[config.mk]
export PLATFORM = sky130hd
export DESIGN_NAME = sync_header_deframer_top
export DESIGN_NICKNAME = d
export VERILOG_FILES = /design/src/rtl/shd_pkg.sv /design/src/rtl/shd_parser.sv /design/src/rtl/sync_header_deframer_top.sv
export SDC_FILE = /design/constraint.sdc
export NUM_CORES = 1
export LEC_CHECK = 0
export BUFFER_PORTS_ARGS = -buffer_cell sky130_fd_sc_hd__buf_4
export CORE_MARGIN = 4
export CORE_UTILIZATION = 40
export DETAILED_ROUTE_END_ITERATION = 8
export SYNTH_ARGS = -nofsm -noshare
export SYNTH_HDL_FRONTEND = slang
export SYNTH_SLANG_ARGS = --single-unit
[constraint.sdc]
create_clock -name clk -period 10.9 [get_ports clk]
set_clock_uncertainty 0.2 [all_clocks]
set_input_delay 2.18 -clock clk [delete_from_list [all_inputs] [get_ports clk]]
set_output_delay 2.18 -clock clk [all_outputs]
set_load 0.005 [all_outputs]
[src/rtl/shd_pkg.sv]
`timescale 1ns / 1ps

package shd_pkg;

	// Sync pair and header geometry
	localparam logic [7:0] SYNC_FIRST  = 8'h03;
	localparam logic [7:0] SYNC_SECOND = 8'h16;
	localparam int         CNT_W       = 5;

	localparam logic [CNT_W-1:0] POS_FIRST_FIELD = 5'd2;
	localparam logic [CNT_W-1:0] POS_SEND        = 5'd4;
	localparam logic [CNT_W-1:0] POS_RECV        = 5'd8;
	localparam logic [CNT_W-1:0] POS_APP         = 5'd12;
	localparam logic [CNT_W-1:0] POS_SERVER      = 5'd16;
	localparam logic [CNT_W-1:0] POS_EVENT       = 5'd20;
	localparam logic [CNT_W-1:0] POS_MSG         = 5'd22;
	localparam logic [CNT_W-1:0] POS_LEN         = 5'd24;
	localparam logic [CNT_W-1:0] POS_LAST        = 5'd27;

	// Result kinds
	localparam logic KIND_HEADER  = 1'b0;
	localparam logic KIND_PAYLOAD = 1'b1;

	// Configuration register indexes
	localparam logic CFG_NODE_ID        = 1'b0;
	localparam logic CFG_MAIN_SERVER_ID = 1'b1;

	typedef enum logic [1:0] {
		PH_HUNT = 2'd0,
		PH_SYNC = 2'd1,
		PH_HEAD = 2'd2,
		PH_PAY  = 2'd3
	} phase_t;

	// One result item
	typedef struct packed {
		logic        kind;
		logic [31:0] send_node;
		logic [31:0] recv_node;
		logic [31:0] app_id;
		logic [31:0] server_id;
		logic [15:0] event_id;
		logic [15:0] message_type;
		logic [31:0] payload_length;
		logic        deliver_local;
		logic [7:0]  payload_byte;
		logic        frame_last;
	} result_t;

	// Configuration values seen by the parser
	typedef struct packed {
		logic [31:0] node_id;
		logic [31:0] main_server_id;
	} cfg_t;

endpackage

[src/rtl/shd_parser.sv]
`timescale 1ns / 1ps

module shd_parser (
	input  logic                 clk,
	input  logic                 arst_n,
	input  logic                 step,
	input  logic [7:0]           byte_in,
	input  shd_pkg::cfg_t        cfg,
	output logic                 has_result,
	output shd_pkg::result_t     result
);

	shd_pkg::phase_t               phase_q, phase_d;
	logic [shd_pkg::CNT_W-1:0]     count_q, count_d;
	logic [31:0]                   send_q, recv_q, app_q, srv_q, len_q, rem_q;
	logic [15:0]                   evt_q, msg_q;
	logic [31:0]                   send_d, recv_d, app_d, srv_d, len_d, rem_d;
	logic [15:0]                   evt_d, msg_d;
	logic [31:0]                   rem_dec;
	logic                          local_hit;

	// State registers
	always_ff @(posedge clk or negedge arst_n) begin
		if (!arst_n) begin
			phase_q <= shd_pkg::PH_HUNT;
			count_q <= '0;
			send_q  <= '0;
			recv_q  <= '0;
			app_q   <= '0;
			srv_q   <= '0;
			evt_q   <= '0;
			msg_q   <= '0;
			len_q   <= '0;
			rem_q   <= '0;
		end else if (step) begin
			phase_q <= phase_d;
			count_q <= count_d;
			send_q  <= send_d;
			recv_q  <= recv_d;
			app_q   <= app_d;
			srv_q   <= srv_d;
			evt_q   <= evt_d;
			msg_q   <= msg_d;
			len_q   <= len_d;
			rem_q   <= rem_d;
		end
	end

	assign rem_dec = (rem_q != 32'd0) ? (rem_q - 32'd1) : 32'd0;

	// Local delivery test on the fully assembled header
	assign local_hit = (srv_d == cfg.main_server_id) &&
		(((recv_d == 32'd0) && (send_d == 32'd0)) || (recv_d == cfg.node_id));

	// Next state and result
	always_comb begin
		phase_d    = phase_q;
		count_d    = count_q;
		send_d     = send_q;
		recv_d     = recv_q;
		app_d      = app_q;
		srv_d      = srv_q;
		evt_d      = evt_q;
		msg_d      = msg_q;
		len_d      = len_q;
		rem_d      = rem_q;
		has_result = 1'b0;
		result     = '0;

		case (phase_q)
			shd_pkg::PH_HUNT: begin
				if (byte_in == shd_pkg::SYNC_FIRST) phase_d = shd_pkg::PH_SYNC;
			end
			shd_pkg::PH_SYNC: begin
				if (byte_in == shd_pkg::SYNC_SECOND) begin
					phase_d = shd_pkg::PH_HEAD;
					count_d = shd_pkg::POS_FIRST_FIELD;
					send_d  = '0;
					recv_d  = '0;
					app_d   = '0;
					srv_d   = '0;
					evt_d   = '0;
					msg_d   = '0;
					len_d   = '0;
				end else if (byte_in != shd_pkg::SYNC_FIRST) begin
					phase_d = shd_pkg::PH_HUNT;
				end
			end
			shd_pkg::PH_HEAD: begin
				// shift the byte into the field that owns this position
				if (count_q >= shd_pkg::POS_LEN)         len_d  = {len_q[23:0], byte_in};
				else if (count_q >= shd_pkg::POS_MSG)    msg_d  = {msg_q[7:0], byte_in};
				else if (count_q >= shd_pkg::POS_EVENT)  evt_d  = {evt_q[7:0], byte_in};
				else if (count_q >= shd_pkg::POS_SERVER) srv_d  = {srv_q[23:0], byte_in};
				else if (count_q >= shd_pkg::POS_APP)    app_d  = {app_q[23:0], byte_in};
				else if (count_q >= shd_pkg::POS_RECV)   recv_d = {recv_q[23:0], byte_in};
				else if (count_q >= shd_pkg::POS_SEND)   send_d = {send_q[23:0], byte_in};

				if (count_q != shd_pkg::POS_LAST) begin
					count_d = count_q + 5'd1;
				end else begin
					count_d                = '0;
					has_result             = 1'b1;
					result.kind            = shd_pkg::KIND_HEADER;
					result.send_node       = send_d;
					result.recv_node       = recv_d;
					result.app_id          = app_d;
					result.server_id       = srv_d;
					result.event_id        = evt_d;
					result.message_type    = msg_d;
					result.payload_length  = len_d;
					result.deliver_local   = local_hit;
					rem_d                  = len_d;
					result.frame_last      = (len_d == 32'd0);
					phase_d = (len_d == 32'd0) ? shd_pkg::PH_HUNT : shd_pkg::PH_PAY;
				end
			end
			shd_pkg::PH_PAY: begin
				has_result          = 1'b1;
				result.kind         = shd_pkg::KIND_PAYLOAD;
				result.payload_byte = byte_in;
				rem_d               = rem_dec;
				if (rem_dec == 32'd0) begin
					result.frame_last = 1'b1;
					phase_d           = shd_pkg::PH_HUNT;
				end
			end
			default: begin
				phase_d = shd_pkg::PH_HUNT;
			end
		endcase
	end

endmodule

[src/rtl/sync_header_deframer_top.sv]
`timescale 1ns / 1ps

// Byte-stream deframer: hunts for the sync pair 0x03 0x16, collects the rest of
// a 28-byte big-endian header, emits one header result (kind 0, with the
// deliver_local flag from node_id / main_server_id), then one result per payload
// byte (kind 1); frame_last marks the final result of each frame. One byte is
// accepted per clock while in_stall is low; a byte moves through an input
// register and the parser into the result register, which presents its result.
// in_stall rises only while a byte sits in the input register and the result
// register is full and stalled. Write node_id and main_server_id only while idle.
module sync_header_deframer_top (
	input  logic        clk,
	input  logic        arst_n,
	// configuration
	input  logic        cfg_we,
	input  logic        cfg_index,
	input  logic [31:0] cfg_data,
	// input channel
	input  logic        in_valid,
	output logic        in_stall,
	input  logic [7:0]  data_byte,
	// output channel
	output logic        out_valid,
	input  logic        out_stall,
	output logic        kind,
	output logic [31:0] send_node,
	output logic [31:0] recv_node,
	output logic [31:0] app_id,
	output logic [31:0] server_id,
	output logic [15:0] event_id,
	output logic [15:0] message_type,
	output logic [31:0] payload_length,
	output logic        deliver_local,
	output logic [7:0]  payload_byte,
	output logic        frame_last
);

	shd_pkg::cfg_t    cfg_q;
	logic             valid_s1;
	logic [7:0]       byte_s1;
	logic             out_valid_q;
	shd_pkg::result_t res_q;
	shd_pkg::result_t res;
	logic             has_result;
	logic             hold;
	logic             step;

	// Configuration registers
	always_ff @(posedge clk or negedge arst_n) begin
		if (!arst_n) begin
			cfg_q <= '0;
		end else if (cfg_we) begin
			case (cfg_index)
				shd_pkg::CFG_NODE_ID:        cfg_q.node_id        <= cfg_data;
				shd_pkg::CFG_MAIN_SERVER_ID: cfg_q.main_server_id <= cfg_data;
				default: ;
			endcase
		end
	end

	// Handshake control
	assign hold     = out_valid_q && out_stall;
	assign step     = valid_s1 && !hold;
	assign in_stall = valid_s1 && hold;

	// Input register
	always_ff @(posedge clk or negedge arst_n) begin
		if (!arst_n) begin
			valid_s1 <= 1'b0;
		end else if (in_valid && !in_stall) begin
			valid_s1 <= 1'b1;
		end else if (step) begin
			valid_s1 <= 1'b0;
		end
	end

	always_ff @(posedge clk) begin
		if (in_valid && !in_stall) byte_s1 <= data_byte;
	end

	shd_parser u_parser (
		.clk        (clk),
		.arst_n     (arst_n),
		.step       (step),
		.byte_in    (byte_s1),
		.cfg        (cfg_q),
		.has_result (has_result),
		.result     (res)
	);

	// Result register
	always_ff @(posedge clk or negedge arst_n) begin
		if (!arst_n) begin
			out_valid_q <= 1'b0;
		end else if (step && has_result) begin
			out_valid_q <= 1'b1;
		end else if (!out_stall) begin
			out_valid_q <= 1'b0;
		end
	end

	always_ff @(posedge clk) begin
		if (step && has_result) res_q <= res;
	end

	assign out_valid      = out_valid_q;
	assign kind           = res_q.kind;
	assign send_node      = res_q.send_node;
	assign recv_node      = res_q.recv_node;
	assign app_id         = res_q.app_id;
	assign server_id      = res_q.server_id;
	assign event_id       = res_q.event_id;
	assign message_type   = res_q.message_type;
	assign payload_length = res_q.payload_length;
	assign deliver_local  = res_q.deliver_local;
	assign payload_byte   = res_q.payload_byte;
	assign frame_last     = res_q.frame_last;

	// Checks
	a_stall_cause: assert property (@(posedge clk) disable iff (!arst_n)
		in_stall |-> (out_valid && out_stall))
		else $error("input stalled without a blocked result");

	a_header_no_byte: assert property (@(posedge clk) disable iff (!arst_n)
		(out_valid && (kind == shd_pkg::KIND_HEADER)) |-> (payload_byte == 8'd0))
		else $error("header result carries a payload byte");

	a_payload_no_header: assert property (@(posedge clk) disable iff (!arst_n)
		(out_valid && (kind == shd_pkg::KIND_PAYLOAD)) |->
		(!deliver_local && (payload_length == 32'd0) && (send_node == 32'd0)))
		else $error("payload result carries header fields");

	a_empty_frame_last: assert property (@(posedge clk) disable iff (!arst_n)
		(out_valid && (kind == shd_pkg::KIND_HEADER) && (payload_length == 32'd0))
		|-> frame_last)
		else $error("empty frame header not marked last");

endmodule

==> impl_metrics.env, run 1 <==
export IMPL_yosysTopAreaCellShare_pct=30.10
export IMPL_slowest_delay_ns=0.13
export IMPL_cts_tree="built"
export IMPL_critPathBufInv=3
export IMPL_cp_common_cell="buf_4"
export IMPL_whs_ns=0.3025
export IMPL_ys_warn_count=0
export IMPL_synth_area_um2=24690
export IMPL_arrival_ns=2.60
export IMPL_yosys_register_bits=508
export IMPL_grt_pass1_wl_mm=117.7
export IMPL_status="finished, final reports clean"
export IMPL_ctsHoldBuffers=0
export IMPL_cp_start_kind="input pin"
export IMPL_utilization_pct=47.87
export IMPL_multiInputGateArea_um2=10160
export IMPL_setup_viol=0
export IMPL_cts_reportedPaths_clkPinSlew_ns=0.06
export IMPL_die_w_um=256.5
export IMPL_period_minus_slack_ns=4.975
export IMPL_first_pass_iters=8
export IMPL_finalSetupTns_ns=0
export IMPL_rsz0062_at_grt="no"
export IMPL_cts_setup_buffers=0
export IMPL_wirelength_mm=76.52
export IMPL_critical_path_max_fanout=3
export IMPL_n_antenna_cell=0
export IMPL_dp_hpwl_mm=51.56
export IMPL_die_area_um2=65770
export IMPL_gr_total_overflow=0
export IMPL_core_area_um2=60700
export IMPL_die_h_um=256.5
export IMPL_ys_types=79
export IMPL_synth_fp_nets=2503
export IMPL_antenna_found_initial=0
export IMPL_max_clock_path_buffers=3
export IMPL_synth_async_sr_flop_share_pct=58.46
export IMPL_pin_count=251
export IMPL_synthCells=2450
export IMPL_n_fill_cell=5541
export IMPL_slew_headroom_pct=15.84
export IMPL_drv_cap=0
export IMPL_clock_sinks=508
export IMPL_vias=20140
export IMPL_drive_gt1_share_pct=17.99
export IMPL_yosys_area_top_type="dfrtp_1"
export IMPL_syn_avg_cell_area_um2=10.08
export IMPL_initialDrtViolationCount=2467
export IMPL_synth_edff_count=211
export IMPL_ir_drop_mv=0.1449
export IMPL_crit_path_end_kind="primary output"
export IMPL_final_antenna_net_count=0
export IMPL_ctsResizeCount=0
export IMPL_synth_commonest_cells="nand2_1 (508), dfrtp_1 (297), a21oi_1 (257), edfxtp_1 (211), clkbuf_1 (175)"
export IMPL_leakage_nw=11.43
export IMPL_initial_core_util_pct=40.68
export IMPL_synth_main_ff_cell="dfrtp_1"
export IMPL_area_growth_pct=17.68
export IMPL_grt_pass1_vias=19190
export IMPL_gp_congestion=0.9132
export IMPL_path_delay_family="buffers and inverters"
export IMPL_std_cell_rows=90
export IMPL_ys_top_cells_by_area="dfrtp_1 (30%), edfxtp_1 (26%), nand2_1 (7.7%), a21oi_1 (5.2%), a22o_1 (4.6%)"
export IMPL_hold_viol=0
export IMPL_register_area_um2=13770
export IMPL_max_freq_ghz=0.2010
export IMPL_worst_pin_slew_ns=1.258
export IMPL_power_density_nw_per_um2=177.0
export IMPL_htreeDepth=2
export IMPL_finalPower_mw=5.142
export IMPL_period_share_pct=45.64
export IMPL_grt_start_max_net_pins=113
export IMPL_root_buffer="clkbuf_16"
export IMPL_nets=2658
export IMPL_crit_path_cell_trace="buf_4 -> nand3_1 -> inv_1 -> buf_4"
export IMPL_insertion_delay_ns=0.63
export IMPL_ys_seq_area_share_pct=55.76
export IMPL_place_port_buffers=250
export IMPL_cp_slowest_cell="buf_4"
export IMPL_wl_per_cell_um=22.28
export IMPL_numCtsBuffers=55
export IMPL_grt_usage_pct=22.54
export IMPL_worstHoldPathType="flip-flop to flip-flop"
export IMPL_yosysMostFrequentCell="nand2_1"
export IMPL_final_max_slew_viol_count=0
export IMPL_worstPathRequired_ns=8.52
export IMPL_crit_type="input pin to primary output"
export IMPL_drc=0
export IMPL_via_per_inst=5.865
stage by stage:
| step | setup WS [ns] | area, um^2 | cells |
|---|---|---|---|
| 2_1_floorplan | 2.241 | 24690 | 2450 |
| 3_3_place_gp | 5.909 | 27220 | 3330 |
| 3_5_place_dp | 5.928 | 27220 | 3330 |
| 4_1_cts | 5.924 | 29060 | 3434 |
| 5_1_grt | 5.875 | 29060 | 3434 |
| 6_report | 5.925 | 29060 | 3434 |
power breakdown:
| part | total [mW] | switching [mW] | internal [mW] |
|---|---|---|---|
| Clock | 1.90 | 0.804 | 1.10 |
| Combinational | 0.944 | 0.628 | 0.316 |
| Sequential | 2.29 | 0.189 | 2.11 |
| Total | 5.14 | 1.62 | 3.52 |
cell usage in the layout, fill, tap and decap left out, drive strengths merged, types with 17 or more instances in the layout:
cell type  netlist  layout
xor2            32      32
dfrtp          297     297
nor3            54      54
nor2b           19      19
mux2            59      59
nand3           32      32
a22o           131     131
edfxtp         211     211
clkbuf         175      69
nor2           119     119
inv             26      31
clkinv           0      18
a21boi          23      23
nand2          509     509
mux2i           53      53
a21oi          257     257
xnor2           17      17
buf             21     294
nor4            23      23
a22oi           20      20
o22ai           17      17
o21ai          107     107
nand4           18      18
or3             18      18
a31oi           23      23
path summary, 6_finish.rpt:
path	start	end	slack (ns)	depth (start not counted)
max reg2reg	u_parser.phase_q[0]$_DFFE_PN0P_	deliver_local$_SDFFCE_PN0P_	6.58	12
max in group asynchronous	arst_n	u_parser.app_q[20]$_DFFE_PN0P_	6.93	3
min in group asynchronous	arst_n	u_parser.recv_q[23]$_DFFE_PN0P_	1.40	1
min reg2reg	u_parser.msg_q[15]$_DFFE_PN0P_	u_parser.msg_q[15]$_DFFE_PN0P_	0.30	1
min	u_parser.msg_q[15]$_DFFE_PN0P_	u_parser.msg_q[15]$_DFFE_PN0P_	0.30	1
max	out_stall	in_stall	5.92	4
sequential cells by signal, indices dropped and copies added, names as in the netlist, 2 cells and up:
name              cells
cfg_q                64
app_id               32
payload_length       32
recv_node            32
send_node            32
server_id            32
u_parser.app_q       32
u_parser.len_q       32
u_parser.recv_q      32
u_parser.rem_q       32
u_parser.send_q      32
u_parser.srv_q       32
event_id             16
message_type         16
u_parser.evt_q       16
u_parser.msg_q       16
byte_s1               8
payload_byte          8
u_parser.count_q      5
u_parser.phase_q      2
worst reg2reg max path, cell delays in order (launching register included):
cell and delay [ns]:
dfrtp_1 0.44, inv_1 0.15, ha_4 0.47, buf_4 0.68
nand3_1 0.18, mux2i_1 0.17, a311oi_1 0.07, buf_4 0.18
xnor2_1 0.12, a2111oi_0 0.49, o2111ai_1 0.21, nor4_1 0.49
o2111a_1 0.32
cell type report:
cell class / count / share of cell area (%)
Clock buffer: 69 / 5.021
Inverter: 26 / 0.3359
Multi-Input combinational cell: 1720 / 34.98
Sequential cell: 508 / 47.39
Clock inverter: 35 / 1.283
Tap cell: 782 / 3.367
Timing Repair Buffer: 294 / 7.622
kinds of logic after synthesis:
family / after synthesis / synth area share (%)
AOI/OAI and AO/OA: 674 / 17.75
xor gates and xnor gates: 49 / 1.738
adders and majority gates: 7 / 0.3547
buffers and inverters: 222 / 3.486
DFF: 508 / 55.76
muxes: 112 / 4.839
and+or+nand+nor: 878 / 16.07
per-layer routing:
layer | share of wire (%) | GRT usage, % | wire (um)
met5 | 0 | 0 | 0
met1 | 42 | 31.45 | 32500
met2 | 47 | 36.46 | 35950
met3 | 7.4 | 3.937 | 5673
met4 | 3.1 | 6.365 | 2399
No activity file was read; power rests on OpenSTA's default activity.
==> inputs of run 2 (changes only) <==
==> constraint.sdc (replaced) <==
create_clock -name clk -period 4.1 [get_ports clk]
set_clock_uncertainty 0.2 [all_clocks]
set_input_delay 0.82 -clock clk [delete_from_list [all_inputs] [get_ports clk]]
set_output_delay 0.82 -clock clk [all_outputs]
set_load 0.005 [all_outputs]
==> impl_metrics.env, run 2 (synthesis gave the netlist of run 1 again) <==
export IMPL_status="complete, but fails checks"
export IMPL_violations="hold timing"
export IMPL_wirelength_mm=80.51
export IMPL_grt_start_max_net_pins=82
export IMPL_crit_type="flip-flop to flip-flop"
export IMPL_stdcell_area_um2=29420
export IMPL_numCtsBuffers=55
export IMPL_n_fill_cell=5513
export IMPL_htreeDepth=2
export IMPL_area_growth_pct=19.16
export IMPL_vias=20430
export IMPL_grt_pass1_wl_mm=123.5
export IMPL_gr_total_overflow=0
export IMPL_cts_setup_buffers=0
export IMPL_wl_per_cell_um=23.21
export IMPL_ctsHoldBuffers=0
export IMPL_core_area_um2=60700
export IMPL_place_area_um2=27580
export IMPL_worstHoldPathType="input pin to asynchronous set/reset pin"
export IMPL_setup_viol=0
export IMPL_grt_pass1_vias=19710
export IMPL_finalSetupTns_ns=0
export IMPL_regMostFlops="cfg_q"
export IMPL_std_cell_rows=90
export IMPL_whs_ns=-0.002660
export IMPL_register_area_um2=13770
export IMPL_crit_path_end_kind="flip-flop"
export IMPL_pin_count=251
export IMPL_hold_viol=1
export IMPL_ir_drop_mv=0.3306
export IMPL_period_minus_slack_ns=3.843
export IMPL_final_max_slew_viol_count=0
export IMPL_cts_reportedPaths_clkPinSlew_ns=0.06
export IMPL_root_buffer="clkbuf_16"
export IMPL_rsz0062_at_grt="no"
export IMPL_drc=0
export IMPL_first_pass_iters=6
export IMPL_die_w_um=256.5
export IMPL_die_h_um=256.5
export IMPL_gp_congestion=0.9304
export IMPL_clock_sinks=508
export IMPL_leakage_nw=11.63
export IMPL_critical_path_max_fanout=19
export IMPL_drive_gt1_share_pct=19.21
export IMPL_dp_hpwl_mm=55.61
export IMPL_worstPathRequired_ns=4.38
export IMPL_period_share_pct=93.73
export IMPL_initialDrtViolationCount=2028
export IMPL_nets=2692
export IMPL_cts_tree="built"
export IMPL_max_clock_path_buffers=3
export IMPL_final_cell_mix="nand2_1 (504), buf_4 (320), dfrtp_1 (297), a21oi_1 (256), edfxtp_1 (211)"
export IMPL_via_per_inst=5.888
export IMPL_ctsResizeCount=0
export IMPL_power_density_nw_per_um2=467.2
export IMPL_cp_start_kind="flip-flop"
export IMPL_arrival_ns=4.13
export IMPL_place_port_buffers=250
export IMPL_largest_reg_flops=64
export IMPL_worst_pin_slew_ns=1.198
export IMPL_die_area_um2=65770
export IMPL_antenna_found_initial=2
export IMPL_max_freq_ghz=0.2602
export IMPL_multiInputGateArea_um2=10190
export IMPL_drv_cap=0
export IMPL_layout_commonest_cell="nand2_1"
export IMPL_grt_usage_pct=23.75
export IMPL_final_antenna_net_count=0
export IMPL_slew_headroom_pct=19.82
export IMPL_finalPower_mw=13.74
export IMPL_insertion_delay_ns=0.62
export IMPL_initial_core_util_pct=40.68
[run 2: routing by layer]
layer	up-vias	wire length, um	track usage, %
met4	0	2612	7.319
met3	153	5302	3.977
met5	-	0	0
met2	893	38150	38.27
li1	9242	-	-
met1	10140	34450	33.14
[run 2: path summary, 6_finish.rpt]
path,from,endpoint,slack [ns],cells after the start
min in group clk,data_byte[7],byte_s1[7]$_DFFE_PP_,0.20,1
max in group asynchronous,arst_n,u_parser.srv_q[8]$_DFFE_PN0P_,2.72,2
setup / recovery,u_parser.phase_q[0]$_DFFE_PN0P_,deliver_local$_SDFFCE_PN0P_,0.26,11
hold / removal,arst_n,u_parser.recv_q[22]$_DFFE_PN0P_,-0.003,1
hold reg to reg,u_parser.app_q[27]$_DFFE_PN0P_,u_parser.app_q[27]$_DFFE_PN0P_,0.30,1
setup reg to reg,u_parser.phase_q[0]$_DFFE_PN0P_,deliver_local$_SDFFCE_PN0P_,0.26,11
[run 2: layout make-up]
type / count / share of cell area, %
multi-input combinational: 1720 / 34.63
timing repair buffer: 328 / 8.692
inverter: 26 / 0.3317
antenna: 1 / 0.008505
clock inverter: 41 / 1.297
tap: 782 / 3.326
clock buffer: 63 / 4.920
sequential: 508 / 46.80
[run 2: through the flow]
| step | hold WS, ns | utilization (%) | worst slack (ns) | std cells |
|---|---|---|---|---|
| finish | -0.002660 | 48.47 | 0.2570 | 3469 |
| global route | 0.04753 | 48.47 | 0.1254 | 3468 |
| CTS | 0.02781 | 48.46 | 0.04275 | 3468 |
| detailed placement | 0.2810 | 45.44 | 0.1092 | 3364 |
| global placement | 0.2831 | 45.44 | 0.2193 | 3364 |
| floorplan | 0.2556 | - | -0.7267 | 2450 |
[run 2: worst max-delay path, stage by stage, from the launching register on]
cell and delay, ns:
dfrtp_1 0.43, inv_1 0.15, ha_2 0.44, nor4bb_2 0.24, buf_4 0.20, a22o_1 0.19
a222oi_1 0.43, xnor2_1 0.13, nor4_1 0.32, nand4_1 0.14, nor4_1 0.54, o2111a_1 0.28
[run 2: where the power goes]
| group | switching (mW) | total (mW) | internal (mW) |
|---|---|---|---|
| registers | 0.513 | 6.12 | 5.60 |
| clock network | 2.15 | 5.02 | 2.87 |
| logic | 1.70 | 2.61 | 0.912 |
| total | 4.37 | 13.7 | 9.38 |
